File: config.mk
export PLATFORM = sky130hd
export DESIGN_NAME = mhpq_ctrl
export DESIGN_NICKNAME = d
export VERILOG_FILES = /design/src/rtl/core/mhpq_pkg.sv /design/src/rtl/core/mhpq_ctrl.sv
export SDC_FILE = /design/constraint.sdc
export NUM_CORES = 1
export LEC_CHECK = 0
export ABC_AREA = 1
export BUFFER_PORTS_ARGS = -buffer_cell sky130_fd_sc_hd__buf_2
export CORE_AREA = 8 8 45 47
export CTS_CLUSTER_SIZE = 40
export DETAILED_ROUTE_END_ITERATION = 6
export DIE_AREA = 0 0 53 55
export HOLD_SLACK_MARGIN = 0.08
export PLACE_DENSITY = 0.68
export SYNTH_ARGS = -nofsm -noshare
export SYNTH_HDL_FRONTEND = slang
export SYNTH_SLANG_ARGS = --single-unit
File: constraint.sdc
create_clock -name i_clk -period 2.6 [get_ports i_clk]
set_clock_uncertainty 0.2 [all_clocks]
set_input_delay 0.13 -clock i_clk [delete_from_list [all_inputs] [get_ports i_clk]]
set_output_delay 0.13 -clock i_clk [all_outputs]
set_load 0.005 [all_outputs]
File: src/rtl/core/mhpq_pkg.sv
package mhpq_pkg;

    // Sizes of the heap and of one stored word
    localparam int CAPACITY  = 1024;
    localparam int ID_BITS   = 16;
    localparam int KEY_BITS  = 32;
    localparam int ADDR_BITS = $clog2(CAPACITY);
    localparam int CNT_BITS  = $clog2(CAPACITY + 1);
    localparam int WIDE_BITS = ADDR_BITS + 2;

    // Command codes
    localparam logic CMD_INSERT = 1'b0;
    localparam logic CMD_POP    = 1'b1;

    typedef logic [ADDR_BITS-1:0] t_addr;
    typedef logic [CNT_BITS-1:0]  t_count;
    typedef logic [WIDE_BITS-1:0] t_wide;

    typedef struct packed {
        logic [ID_BITS-1:0]  id;
        logic [KEY_BITS-1:0] key;
    } t_entry;

    typedef enum logic [3:0] {
        ST_IDLE,
        ST_UP_CHK,
        ST_UP_CMP,
        ST_POP_ROOT,
        ST_POP_LAST,
        ST_DN_CHK,
        ST_DN_C1,
        ST_DN_C2
    } t_state;

    // Read address source
    typedef enum logic [2:0] {
        RD_ROOT,
        RD_LAST,
        RD_PARENT,
        RD_C1,
        RD_C2
    } t_rd_src;

    // Write data source (address is always the current hole)
    typedef enum logic [1:0] {
        WR_MOV,
        WR_RDATA,
        WR_C1
    } t_wr_src;

    // Next hole position
    typedef enum logic [2:0] {
        POS_HOLD,
        POS_ZERO,
        POS_PARENT,
        POS_C1,
        POS_C2
    } t_pos_src;

    // Kind of result word
    typedef enum logic [1:0] {
        RES_INSERT,
        RES_POP,
        RES_EMPTY,
        RES_FULL
    } t_res;

    typedef struct packed {
        logic     accept_ins;
        logic     accept_pop;
        logic     rd_en;
        t_rd_src  rd_src;
        logic     wr_en;
        t_wr_src  wr_src;
        t_pos_src pos_src;
        logic     ld_mov;
        logic     ld_c1;
        logic     ld_popped;
        logic     res_en;
        t_res     res_kind;
    } t_dp_cmd;

    typedef struct packed {
        logic full;
        logic empty;
        logic pos_zero;
        logic has_c1;
        logic has_c2;
        logic up_swap;
        logic dn_c1;
        logic sel1;
        logic sel2;
    } t_dp_stat;

endpackage

File: src/rtl/core/mhpq_ctrl.sv
module mhpq_ctrl (
    input  logic              i_clk,
    input  logic              i_rst_n,
    input  logic              i_start,
    input  logic              i_command,
    input  mhpq_pkg::t_dp_stat i_stat,
    output mhpq_pkg::t_dp_cmd  o_cmd,
    output logic              o_busy
);

    mhpq_pkg::t_state r_state;
    mhpq_pkg::t_state n_state;

    // State register
    always_ff @(posedge i_clk) begin
        if (!i_rst_n) begin
            r_state <= mhpq_pkg::ST_IDLE;
        end else begin
            r_state <= n_state;
        end
    end

    // Next state and datapath commands
    always_comb begin
        n_state        = r_state;
        o_cmd          = '0;
        o_cmd.rd_src   = mhpq_pkg::RD_ROOT;
        o_cmd.wr_src   = mhpq_pkg::WR_MOV;
        o_cmd.pos_src  = mhpq_pkg::POS_HOLD;
        o_cmd.res_kind = mhpq_pkg::RES_INSERT;
        unique case (r_state)
            mhpq_pkg::ST_IDLE: begin
                if (i_start) begin
                    if (i_command == mhpq_pkg::CMD_INSERT) begin
                        if (i_stat.full) begin
                            o_cmd.res_en   = 1'b1;
                            o_cmd.res_kind = mhpq_pkg::RES_FULL;
                        end else begin
                            o_cmd.accept_ins = 1'b1;
                            n_state          = mhpq_pkg::ST_UP_CHK;
                        end
                    end else begin
                        if (i_stat.empty) begin
                            o_cmd.res_en   = 1'b1;
                            o_cmd.res_kind = mhpq_pkg::RES_EMPTY;
                        end else begin
                            o_cmd.accept_pop = 1'b1;
                            o_cmd.rd_en      = 1'b1;
                            o_cmd.rd_src     = mhpq_pkg::RD_ROOT;
                            n_state          = mhpq_pkg::ST_POP_ROOT;
                        end
                    end
                end
            end
            // Sift up: at the root write the new word and finish, else fetch the parent of the hole
            mhpq_pkg::ST_UP_CHK: begin
                if (i_stat.pos_zero) begin
                    o_cmd.wr_en    = 1'b1;
                    o_cmd.wr_src   = mhpq_pkg::WR_MOV;
                    o_cmd.res_en   = 1'b1;
                    o_cmd.res_kind = mhpq_pkg::RES_INSERT;
                    n_state        = mhpq_pkg::ST_IDLE;
                end else begin
                    o_cmd.rd_en  = 1'b1;
                    o_cmd.rd_src = mhpq_pkg::RD_PARENT;
                    n_state      = mhpq_pkg::ST_UP_CMP;
                end
            end
            // Move the parent down or drop the new word into the hole
            mhpq_pkg::ST_UP_CMP: begin
                o_cmd.wr_en = 1'b1;
                if (i_stat.up_swap) begin
                    o_cmd.wr_src  = mhpq_pkg::WR_RDATA;
                    o_cmd.pos_src = mhpq_pkg::POS_PARENT;
                    n_state       = mhpq_pkg::ST_UP_CHK;
                end else begin
                    o_cmd.wr_src   = mhpq_pkg::WR_MOV;
                    o_cmd.res_en   = 1'b1;
                    o_cmd.res_kind = mhpq_pkg::RES_INSERT;
                    n_state        = mhpq_pkg::ST_IDLE;
                end
            end
            // Capture the root; fetch the last word, or finish if the heap is now empty
            mhpq_pkg::ST_POP_ROOT: begin
                o_cmd.ld_popped = 1'b1;
                if (i_stat.empty) begin
                    o_cmd.res_en   = 1'b1;
                    o_cmd.res_kind = mhpq_pkg::RES_POP;
                    n_state        = mhpq_pkg::ST_IDLE;
                end else begin
                    o_cmd.rd_en  = 1'b1;
                    o_cmd.rd_src = mhpq_pkg::RD_LAST;
                    n_state      = mhpq_pkg::ST_POP_LAST;
                end
            end
            mhpq_pkg::ST_POP_LAST: begin
                o_cmd.ld_mov  = 1'b1;
                o_cmd.pos_src = mhpq_pkg::POS_ZERO;
                n_state       = mhpq_pkg::ST_DN_CHK;
            end
            // Sift down: fetch the first child, or with none write the moved word and finish
            mhpq_pkg::ST_DN_CHK: begin
                if (i_stat.has_c1) begin
                    o_cmd.rd_en  = 1'b1;
                    o_cmd.rd_src = mhpq_pkg::RD_C1;
                    n_state      = mhpq_pkg::ST_DN_C1;
                end else begin
                    o_cmd.wr_en    = 1'b1;
                    o_cmd.wr_src   = mhpq_pkg::WR_MOV;
                    o_cmd.res_en   = 1'b1;
                    o_cmd.res_kind = mhpq_pkg::RES_POP;
                    n_state        = mhpq_pkg::ST_IDLE;
                end
            end
            // Hold the first child; fetch the second or decide on one child
            mhpq_pkg::ST_DN_C1: begin
                o_cmd.ld_c1 = 1'b1;
                if (i_stat.has_c2) begin
                    o_cmd.rd_en  = 1'b1;
                    o_cmd.rd_src = mhpq_pkg::RD_C2;
                    n_state      = mhpq_pkg::ST_DN_C2;
                end else if (i_stat.dn_c1) begin
                    o_cmd.wr_en   = 1'b1;
                    o_cmd.wr_src  = mhpq_pkg::WR_RDATA;
                    o_cmd.pos_src = mhpq_pkg::POS_C1;
                    n_state       = mhpq_pkg::ST_DN_CHK;
                end else begin
                    o_cmd.wr_en    = 1'b1;
                    o_cmd.wr_src   = mhpq_pkg::WR_MOV;
                    o_cmd.res_en   = 1'b1;
                    o_cmd.res_kind = mhpq_pkg::RES_POP;
                    n_state        = mhpq_pkg::ST_IDLE;
                end
            end
            // Pick among hole, first and second child; ties go to the later one
            mhpq_pkg::ST_DN_C2: begin
                o_cmd.wr_en = 1'b1;
                priority if (i_stat.sel2) begin
                    o_cmd.wr_src  = mhpq_pkg::WR_RDATA;
                    o_cmd.pos_src = mhpq_pkg::POS_C2;
                    n_state       = mhpq_pkg::ST_DN_CHK;
                end else if (i_stat.sel1) begin
                    o_cmd.wr_src  = mhpq_pkg::WR_C1;
                    o_cmd.pos_src = mhpq_pkg::POS_C1;
                    n_state       = mhpq_pkg::ST_DN_CHK;
                end else begin
                    o_cmd.wr_src   = mhpq_pkg::WR_MOV;
                    o_cmd.res_en   = 1'b1;
                    o_cmd.res_kind = mhpq_pkg::RES_POP;
                    n_state        = mhpq_pkg::ST_IDLE;
                end
            end
            default: begin
                n_state = mhpq_pkg::ST_IDLE;
            end
        endcase
    end

    assign o_busy = (r_state != mhpq_pkg::ST_IDLE);

`ifndef SYNTHESIS
    // A finished word leaves the controller idle
    a_res_to_idle: assert property (@(posedge i_clk) disable iff (!i_rst_n)
        o_cmd.res_en |=> (r_state == mhpq_pkg::ST_IDLE))
        else $error("result issued but controller not idle");

    // Never read and write in the same cycle
    a_no_rw_clash: assert property (@(posedge i_clk) disable iff (!i_rst_n)
        !(o_cmd.rd_en && o_cmd.wr_en))
        else $error("read and write issued together");

    // A word is accepted only from idle
    a_accept_idle: assert property (@(posedge i_clk) disable iff (!i_rst_n)
        (o_cmd.accept_ins || o_cmd.accept_pop) |-> !o_busy)
        else $error("word accepted while busy");
`endif

endmodule

==> impl_results.md, run 1 <==
- Clock transition at path regs: roughly 0.030 ns
- Post-CTS setup-driven buffer insertion count: 0
- Die ar.: slightly below 3000 um2
- Number of enable-type register cells in the synthesized netlist: 0
- Commonest cells post-synth: sky130_fd_sc_hd__nand2_1, sky130_fd_sc_hd__inv_1, sky130_fd_sc_hd__nor2_1
- Setup repair after global routing missed its margin: no
- DRT Wirelength: 1499 um
- Worst path required time: approximately 2.6 ns
- CTS tree: built
- Number of warnings printed during yosys synthesis: 0
- Diodes inserted: 0
- Synth Instances: 87
- Post-synthesis sequential element count: 3
- Number of nets in the final layout: 137
- Setup TNS Final: 0 ns
- Placed wire-length estimate after detailed placement: between 1000 and 1500 um
- Synth-to-layout area growth: 47.37%
- Max capacitance violation total: 0
- Layout cells sized above 1: 33.33%
- Number of core rows: 14
- Data arrival, critical path: approximately 1.8 ns
- # setup viols final: 0
- Yosys top cell by area: sky130_fd_sc_hd__nand2_1
- Post-synthesis cell area: about 450 um2
- Max Slew Vio Count: 0
- Synthesized area divided by synthesized cell count: approximately 5.2 um2
- Highest clock frequency the design can meet: 539.1 MHz
- Pin slew with the least headroom to its limit: between 0.2 and 0.3 ns
- Launching element type of the critical path: flop
- Via count of the first global-routing pass: 651
- Register area share after synthesis: a little over an eighth
- Count of H-tree levels built during CTS: 1
- Clock buffer count from CTS: 3
- Type of destination of the critical path: flop
- Wirelength per Cell: around 11 um
- Number of remaining DRC errors: 0
- Flip-flop count of the largest register, all copies and words added: 3
- Final Core Density: 48.10%
- Starting utilization of the core area: about a third
- DIE WIDTH: about 53 um
- Register containing the most flip-flops in the final layout: r_state
- Synth cell types: 18
- Synthesized Nets: 100
- Overall fraction of global-route tracks in use: a little over a tenth
- Post-cts sizing count: 0
- Leakage power: 0.4743 nW
- Minimum clock period: around 1.9 ns
- Power per unit of standard cell area: around 330 nW/um2
- Worst-case headroom to the max-slew limit: 80.29%
- Max Fanout on Critical Path: 8
- HP Class: primary input to flop
- Die height: 55 um
- Worst hold slack: around 0.088 ns
- Ranking of synthesized cells by area: sky130_fd_sc_hd__nand2_1, sky130_fd_sc_hd__inv_1, sky130_fd_sc_hd__dfxtp_1, sky130_fd_sc_hd__nand3_1, sky130_fd_sc_hd__nor2_1
- Status: complete, no violations
- Number of top-level pins: 32
- Overflow after GRT: 0
- Largest registers in the final layout: r_state x3
- Max IR drop VDD: ~220 uV
- Clock tree root driver cell: sky130_fd_sc_hd__clkbuf_4
- Wire length of the first global-routing pass: between 2000 and 3000 um
- Vias after detailed routing: 649
- Iteration count of the initial detailed-routing pass: 4
- Most used DFF post-synth: sky130_fd_sc_hd__dfxtp_1
- Core outline area: between 1000 and 1500 um2
- Share of synthesized flip-flops with an asynchronous set or reset: 0%
- Number of antenna violations at the first check in global routing: 0
- Most common cell in the synthesized netlist: sky130_fd_sc_hd__nand2_1
- Count of endpoints failing hold in the final timing report: 0
- Clock insertion delay at the later pin of the skew report: 0.23 ns
- Post-detailed-route count of antenna-violating nets: 0
- Weighted congestion at the end of routability-driven global placement: 0.8503
- Maximum number of pins on one net before global-route repair: 9
- Number of port buffers: 31
- Proportion of netlist area held by the largest area contributor: 18.28%
- Clock sinks: 3
- Final period utilization: 71.34%
- Total chip power: 0.2226 mW
- Average vias per placed instance: roughly 4.7
- Bufs on Longest Clock Path: 2
- First DRT Iteration DRCs: 16
- Crit Path Class: flop to flop
-- report_power, final --
| part | internal [mW] | switching (mW) | leakage [nW] | total, mW |
|---|---|---|---|---|
| logic | 0.0379 | 0.0485 | 0.435 | 0.0864 |
| clock network | 0.0573 | 0.0216 | 0.0150 | 0.0789 |
| registers | 0.0500 | 0.00729 | 0.0245 | 0.0573 |
| total | 0.145 | 0.0773 | 0.474 | 0.223 |
-- worst paths after layout --
check             slack (ns)  cells after the start          to  startpoint
hold / removal          0.09                      5  r_state[1]   i_command
hold reg to reg         0.57                      4  r_state[0]  r_state[2]
setup reg to reg        0.75                      7  r_state[2]  r_state[0]
setup / recovery        0.75                      7  r_state[2]  r_state[0]
-- cells by family (layout without fill, tap and decap cells) --
| group | after synthesis | in the layout | synth area share, % |
|---|---|---|---|
| AOI/OAI and AO/OA | 3 | 3 | 4.153 |
| and+or+nand+nor | 61 | 61 | 64.54 |
| buffers and inverters | 20 | 56 | 18.01 |
| DFF | 3 | 3 | 13.30 |
-- stage by stage --
stage | cell area [um2] | instances | worst slack [ns]
CTS | 665.6 | 139 | 0.7423
floorplan | 451.7 | 87 | 1.327
global route | 665.6 | 139 | 0.5631
detailed placement | 619.3 | 133 | 1.039
finish | 665.6 | 139 | 0.7452
global placement | 619.3 | 133 | 1.058
-- layer usage --
layer  GRT usage [%]  vias up  share of wire, %
met1           13.66      283                40
met2           18.36       21                50
met5               0        -                 0
li1                -      345                 -
met3           1.337        0               9.9
met4           5.172        0                 0
-- critical path: stages (launching register included) --
cell                            delay [ns]
sky130_fd_sc_hd__dfxtp_1              0.47
sky130_fd_sc_hd__nand2_1              0.16
sky130_fd_sc_hd__nor2_4               0.13
sky130_fd_sc_hd__nand2_1              0.07
sky130_fd_sc_hd__nand3_2              0.08
sky130_fd_sc_hd__nor2_1               0.04
sky130_fd_sc_hd__nor2_1               0.08
sky130_fd_sc_hd__dlygate4sd3_1        0.55
-- layout make-up --
class | count | area (um2)
Clock buffer | 4 | 26.28
Fill cell | 174 | 718.2
Inverter | 19 | 73.82
Multi-Input combinational cell | 64 | 310.3
Sequential cell | 3 | 60.06
Tap cell | 16 | 20.02
Timing Repair Buffer | 33 | 175.2
-- layout by cell type (no fill, tap or decap), types with 2 or more instances in the layout --
master	count
sky130_fd_sc_hd__buf_2	31
sky130_fd_sc_hd__clkbuf_4	3
sky130_fd_sc_hd__dfxtp_1	3
sky130_fd_sc_hd__dlygate4sd3_1	2
sky130_fd_sc_hd__inv_1	17
sky130_fd_sc_hd__nand2_1	22
sky130_fd_sc_hd__nand3_1	11
sky130_fd_sc_hd__nand3b_1	3
sky130_fd_sc_hd__nand4_1	5
sky130_fd_sc_hd__nor2_1	14
sky130_fd_sc_hd__nor3_1	2
-- what timing repair did --
| action | CTS | global route |
|---|---|---|
| hold buffers | 2 | 0 |
| endpoints found under the setup margin | 0 | 0 |
| hold endpoints to repair | 3 | 0 |
Power figures use the tool's default switching activity.
==> run 2, diff against run 1 <==
--- a/config.mk
+++ b/config.mk
@@ -5,14 +5,14 @@
 export SDC_FILE = /design/constraint.sdc
 export NUM_CORES = 1
 export LEC_CHECK = 0
-export ABC_AREA = 1
+export ABC_AREA = 0
 export BUFFER_PORTS_ARGS = -buffer_cell sky130_fd_sc_hd__buf_2
 export CORE_AREA = 8 8 45 47
 export CTS_CLUSTER_SIZE = 40
 export DETAILED_ROUTE_END_ITERATION = 6
 export DIE_AREA = 0 0 53 55
 export HOLD_SLACK_MARGIN = 0.08
-export PLACE_DENSITY = 0.68
+export PLACE_DENSITY = 0.74
 export SYNTH_ARGS = -nofsm -noshare
 export SYNTH_HDL_FRONTEND = slang
 export SYNTH_SLANG_ARGS = --single-unit
==> constraint.sdc (replaced) <==
create_clock -name i_clk -period 1.9 [get_ports i_clk]
set_clock_uncertainty 0.2 [all_clocks]
set_input_delay 0.095 -clock i_clk [delete_from_list [all_inputs] [get_ports i_clk]]
set_output_delay 0.095 -clock i_clk [all_outputs]
set_load 0.005 [all_outputs]
==> impl_results.md, run 2 <==
- Maximum number of pins on one net before global-route repair: 18
- Post-synthesis sequential element count: 3
- CTS tree: built
- Layout cells sized above 1: between 40% and 50%
- Max IR drop VDD: 232.7 uV
- Worst path required time: ~1.6 ns
- Switching Share: 36.15%
- Synthesized area divided by synthesized cell count: between 7 and 8 um2
- Final period utilization: between 90 and 100%
- DRT Wirelength: 1798 um
- Bufs on Longest Clock Path: 2
- Clock buffer count from CTS: 3
- Average vias per placed instance: a little under 6
- Max capacitance violation total: 0
- Diodes inserted: 0
- Most common cell in the synthesized netlist: sky130_fd_sc_hd__inv_1
- Clock sinks: 3
- HP Class: primary input to flop
- Placed wire-length estimate after detailed placement: about 1400 um
- Minimum clock period: approximately 1.9 ns
- Commonest cells post-synth: sky130_fd_sc_hd__inv_1, sky130_fd_sc_hd__o21ai_0, sky130_fd_sc_hd__nor3b_1
- Number of nets in the final layout: between 100 and 150
- DIE WIDTH: about 53 um
- Weighted congestion at the end of routability-driven global placement: 0.8882
- Number of inserted filler cells in the final layout: between 100 and 150
- Die height: 55 um
- Post-place setup slack: around 0.18 ns
- Max Fanout on Critical Path: 9
- Clock tree root driver cell: sky130_fd_sc_hd__clkbuf_4
- Via count of the first global-routing pass: roughly 660
- Launching element type of the critical path: flop
- Wire length of the first global-routing pass: between 2000 and 3000 um
- Synth-to-layout area growth: 41.87%
- Clock transition at path regs: around 0.040 ns
- Number of port buffers: 31
- Post-synthesis cell area: around 520 um2
- Internal power summed over all cells: about 0.22 mW
- Max Slew Vio Count: 0
- Synth cell types: 40
- Vias after detailed routing: 718
- Die ar.: between 2000 and 3000 um2
- Number of core rows: 14
- Count of endpoints failing hold in the final timing report: 0
- # setup viols final: 0
- Number of enable-type register cells in the synthesized netlist: 0
- Clock insertion delay at the later pin of the skew report: ~0.23 ns
- Setup repair after global routing missed its margin: yes
- Power per unit of standard cell area: 457.0 nW/um2
- Status: complete, no violations
- Pin slew with the least headroom to its limit: between 0.4 and 0.5 ns
- Core outline area: roughly 1400 um2
- Post-route cell area: 742.0 um2
- Commonest non-fill, non-tap cell in the layout: sky130_fd_sc_hd__buf_2
- Number of remaining DRC errors: 0
- Net switching power: roughly 0.12 mW
- Largest registers in the final layout: r_state x3
- Proportion of netlist area held by the largest area contributor: approximately 11%
- Register containing the most flip-flops in the final layout: r_state
- Share of synthesized flip-flops with an asynchronous set or reset: 0%
- Setup TNS Final: 0 ns
- Yosys top cell by area: sky130_fd_sc_hd__dfxtp_1
- Number of top-level pins: 32
- Ranking of synthesized cells by area: sky130_fd_sc_hd__dfxtp_1, sky130_fd_sc_hd__inv_1, sky130_fd_sc_hd__nor3b_1, sky130_fd_sc_hd__o21ai_0, sky130_fd_sc_hd__and3_1
- Post-detailed-route count of antenna-violating nets: 0
- Synthesized Nets: 86
- Worst-case headroom to the max-slew limit: slightly below 70%
- Wirelength per Cell: between 10 and 15 um
- Count of H-tree levels built during CTS: 1
- Final Core Density: a little over half
- Type of destination of the critical path: output port
- Iteration count of the initial detailed-routing pass: 4
- Flip-flop count of the largest register, all copies and words added: 3
- Overflow after GRT: 0
- Register area share after synthesis: between 10 and 15%
- Leakage power: a little over 0.4 nW
- Area post-placement: approximately 690 um2
- Highest clock frequency the design can meet: 532.7 MHz
- Data arrival, critical path: approximately 1.6 ns
- Final setup slack of the worst path: around 0.023 ns
- Combinational cell fraction of total power: about 45%
- First DRT Iteration DRCs: 19
- Commonest cells after routing, fill and taps aside: sky130_fd_sc_hd__buf_2, sky130_fd_sc_hd__inv_1, sky130_fd_sc_hd__o21ai_0, sky130_fd_sc_hd__nor3b_1, sky130_fd_sc_hd__buf_4
- Post-route non-filler standard cell count: between 100 and 150
- Number of cells after detailed placement: about 120
- Starting utilization of the core area: 37.79%
- Most used DFF post-synth: sky130_fd_sc_hd__dfxtp_1
- Clock power share: between 30% and 40%
- Number of antenna violations at the first check in global routing: 0
- Number of warnings printed during yosys synthesis: 0
- Sequential share of power: between 20% and 30%
- Crit Path Class: flop to output port
- Synth Instances: 73
- Overall fraction of global-route tracks in use: about an eighth
## run 2: cell types whose count changed after synthesis, sizes merged, moves of 4 or more
cell	before	now
nand4	5	1
nor3b	0	5
nand3	12	2
nand2	22	1
inv	19	9
nor2	16	3
## run 2: final cells by class
type / instances / area (um2) / area share (%)
multi-input cells: 55 / 399.1 / 53.79
inverters: 9 / 33.78 / 4.553
well taps: 16 / 20.02 / 2.698
flip-flops and latches: 3 / 67.56 / 9.106
repair buffers: 36 / 195.2 / 26.31
clock buffers: 4 / 26.28 / 3.541
## run 2: routing by layer
metal  vias to the layer above  part of all wire [%]  GRT usage (%)
met4                         0                  0.89          3.879
met3                         2                   8.8          1.337
met5                         -                     0              0
met1                       335                    39          15.02
li1                        350                     -              -
met2                        31                    51          21.29
## run 2: worst max-delay path, stage by stage, from the launching register on
cell                      delay (ns)
sky130_fd_sc_hd__dfxtp_4        0.36
sky130_fd_sc_hd__or4b_4         0.54
sky130_fd_sc_hd__or2_1          0.26
sky130_fd_sc_hd__nand4_1        0.07
sky130_fd_sc_hd__buf_2          0.12
## run 2: path summary, 6_finish.rpt
path,end,slack (ns),startpoint,cells past startpoint
worst max register to register,r_state[2],0.31,r_state[2],4
worst max-delay path,o_cmd[2],0.02,r_state[1],4
worst min-delay path,r_state[0],0.09,i_start,3
worst min register to register,r_state[1],0.51,r_state[1],3
## run 2: cell families after synthesis
kind of cell / count (synthesis) / synth area share [%]
buf+inv: 15 / 12.92
compound gates: 22 / 29.67
simple gates: 32 / 44.02
mux: 1 / 1.914
flops: 3 / 11.48
## run 2: timing repair
action	CTS	global route
cloned	0	0
hold buffers	1	0
endpoints found under the setup margin	4	5
endpoints found under the hold margin	3	0
buffers inserted	0	1
gates resized for setup	3	2
pin swaps	2	3
## run 2: power by group through the flow
stage                     Clock, mW  Sequential [mW]  Combinational [mW]
after floorplan                   0           0.0725              0.0916
after global routing          0.126           0.0740               0.169
after global placement            0           0.0756               0.144
after CTS                     0.111           0.0753               0.148
after detailed placement          0           0.0761               0.145
final                         0.113           0.0740               0.152
## run 2: metrics by stage
step	hold WS, ns	total power [mW]
after detailed placement	0.1724	0.2209
after global routing	0.1060	0.3683
after floorplan	0.01595	0.1641
after global placement	0.1708	0.2198
after CTS	0.08735	0.3344
final	0.08627	0.3391
==> run 3, diff against run 2 <==
--- a/config.mk
+++ b/config.mk
@@ -7,12 +7,12 @@
 export LEC_CHECK = 0
 export ABC_AREA = 0
 export BUFFER_PORTS_ARGS = -buffer_cell sky130_fd_sc_hd__buf_2
-export CORE_AREA = 8 8 45 47
+export CORE_MARGIN = 8
+export CORE_UTILIZATION = 37
 export CTS_CLUSTER_SIZE = 40
 export DETAILED_ROUTE_END_ITERATION = 6
-export DIE_AREA = 0 0 53 55
 export HOLD_SLACK_MARGIN = 0.08
-export PLACE_DENSITY = 0.74
+export PLACE_DENSITY = 0.73
 export SYNTH_ARGS = -nofsm -noshare
 export SYNTH_HDL_FRONTEND = slang
 export SYNTH_SLANG_ARGS = --single-unit
==> constraint.sdc (replaced) <==
create_clock -name i_clk -period 1.6 [get_ports i_clk]
set_clock_uncertainty 0.2 [all_clocks]
set_input_delay 0.08 -clock i_clk [delete_from_list [all_inputs] [get_ports i_clk]]
set_output_delay 0.08 -clock i_clk [all_outputs]
set_load 0.005 [all_outputs]
==> impl_results.md, run 3 (same netlist as run 2, synthesis figures left out) <==
- Bufs on Longest Clock Path: 2
- Highest clock frequency the design can meet: about 550 MHz
- Minimum clock period: approximately 1.8 ns
- Post-route cell area: between 900 and 1000 um2
- Clock buffer count from CTS: 3
- Average vias per placed instance: around 5.7
- Via count of the first global-routing pass: about 750
- Placed wire-length estimate after detailed placement: ~1500 um
- Internal power summed over all cells: about 0.33 mW
- HP Class: primary input to flop
- Crit Path Class: flop to output port
- Number of nets in the final layout: 138
- Number of top-level pins: 32
- First DRT Iteration DRCs: 7
- Diodes inserted: 0
- Starting utilization of the core area: between 30% and 40%
- Max Slew Vio Count: 0
- Power per unit of standard cell area: about 520 nW/um2
- Status: finished, violations left
- Weighted congestion at the end of routability-driven global placement: 0.8439
- Number of port buffers: 31
- Combinational cell fraction of total power: roughly 55%
- Final period utilization: 114.4%
- Switching Share: between 30 and 40%
- Core outline area: about 1300 um2
- Max Fanout on Critical Path: 4
- Leakage power: approximately 0.5 nW
- DIE WIDTH: ~54 um
- Data arrival, critical path: 1.55 ns
- Post-detailed-route count of antenna-violating nets: 0
- Post-place setup slack: -0.03616 ns
- Largest registers in the final layout: r_state x3
- Sequential share of power: around 18%
- Synth-to-layout area growth: 89.71%
- Worst path required time: around 1.3 ns
- Area post-placement: approximately 750 um2
- Launching element type of the critical path: flop
- Number of antenna violations at the first check in global routing: 0
- Die height: around 54 um
- Layout cells sized above 1: between 60% and 70%
- Wirelength per Cell: about 17 um
- Number of remaining DRC errors: 0
- Net switching power: a little under 0.2 mW
- Commonest cells after routing, fill and taps aside: sky130_fd_sc_hd__buf_2, sky130_fd_sc_hd__buf_4, sky130_fd_sc_hd__inv_1, sky130_fd_sc_hd__buf_6, sky130_fd_sc_hd__o21ai_0
- Maximum number of pins on one net before global-route repair: 12
- Pin slew with the least headroom to its limit: roughly 0.37 ns
- Failing checks: setup timing
- Overflow after GRT: 0
- Overall fraction of global-route tracks in use: ~15%
- DRT Wirelength: 2335 um
- Max capacitance violation total: 0
- Clock transition at path regs: 0.04 ns
- Setup repair after global routing missed its margin: yes
- Iteration count of the initial detailed-routing pass: 4
- Count of endpoints failing hold in the final timing report: 0
- Number of core rows: 13
- Clock sinks: 3
- Clock insertion delay at the later pin of the skew report: around 0.24 ns
- Final setup slack of the worst path: -0.2301 ns
- Type of destination of the critical path: output port
- Worst-case headroom to the max-slew limit: 74.90%
- Count of H-tree levels built during CTS: 1
- Clock power share: between 20 and 30%
- Wire length of the first global-routing pass: ~3400 um
- Register containing the most flip-flops in the final layout: r_state
- Vias after detailed routing: 797
- # setup viols final: 13
- Setup slack on the worst flop-to-flop path: -0.01 ns
- Commonest non-fill, non-tap cell in the layout: sky130_fd_sc_hd__buf_2
- Max IR drop VDD: ~280 uV
- Clock tree root driver cell: sky130_fd_sc_hd__clkbuf_4
- CTS tree: built
- Flip-flop count of the largest register, all copies and words added: 3
- Die ar.: between 2000 and 3000 um2
-- run 3: cell count changes in the layout (fill, tap and decap cells not counted), moves of 2 or more --
cell and change:
sky130_fd_sc_hd__nor3_1 -2, sky130_fd_sc_hd__dlygate4sd3_1 +2, sky130_fd_sc_hd__buf_4 +10, sky130_fd_sc_hd__nor3_2 +2, sky130_fd_sc_hd__inv_1 -2, sky130_fd_sc_hd__buf_6 +6, sky130_fd_sc_hd__dfxtp_2 +2
-- run 3: layout make-up --
type | instances | area [um2]
Multi-Input combinational cell | 55 | 490.5
Timing Repair Buffer | 53 | 352.8
Fill cell | 106 | 325.3
Sequential cell | 3 | 66.31
Inverter | 9 | 37.54
Clock buffer | 4 | 26.28
Tap cell | 15 | 18.77
-- run 3: critical path, cell delays in order (launching register included) --
cell,delay [ns]
sky130_fd_sc_hd__dfxtp_2,0.32
sky130_fd_sc_hd__or4b_4,0.56
sky130_fd_sc_hd__or2_1,0.24
sky130_fd_sc_hd__nand4_1,0.07
sky130_fd_sc_hd__buf_2,0.12
-- run 3: final timing paths --
kind	start	end	depth (start not counted)
min	i_stat[1]	r_state[0]	3
max	r_state[2]	o_cmd[2]	4
min reg2reg	r_state[2]	r_state[2]	3
max reg2reg	r_state[2]	r_state[1]	5
-- run 3: metrics by stage --
| stage | TNS (ns) | hold slack (ns) | power [mW] | utilization [%] | std cells |
|---|---|---|---|---|---|
| global route | -2.371 | 0.1789 | 0.5419 | 75.31 | 139 |
| floorplan | 0 | -0.01405 | 0.1949 | - | 73 |
| finish | -1.564 | 0.1465 | 0.5208 | 75.31 | 139 |
| CTS | -1.708 | 0.08122 | 0.4450 | 65.24 | 134 |
| detailed placement | -0.06649 | 0.1724 | 0.2858 | 56.60 | 124 |
| global placement | -0.01065 | 0.1708 | 0.2807 | 56.60 | 124 |
-- run 3: layer usage --
layer  share of wire, %  GRT usage, %  vias up
met2                 48         25.59       36
met5                  0             0        -
li1                   -             -      381
met3                6.9         2.755        4
met4                1.8         8.824        0
met1                 43         18.44      376
-- run 3: power by group through the flow --
stage | Sequential [mW] | Clock, mW | Combinational, mW
after floorplan | 0.0861 | 0 | 0.109
after global placement | 0.0884 | 0 | 0.192
after detailed placement | 0.0890 | 0 | 0.197
after CTS | 0.0888 | 0.139 | 0.217
after global routing | 0.0951 | 0.140 | 0.306
final | 0.0935 | 0.140 | 0.287
-- run 3: repair_timing --
item / in CTS / in global routing
gates resized for setup: 9 / 22
hold endpoints to repair: 3 / 1
buffers inserted: 4 / 4
hold buffers: 2 / 1
setup endpoints to repair: 14 / 17
pin swaps: 3 / 5
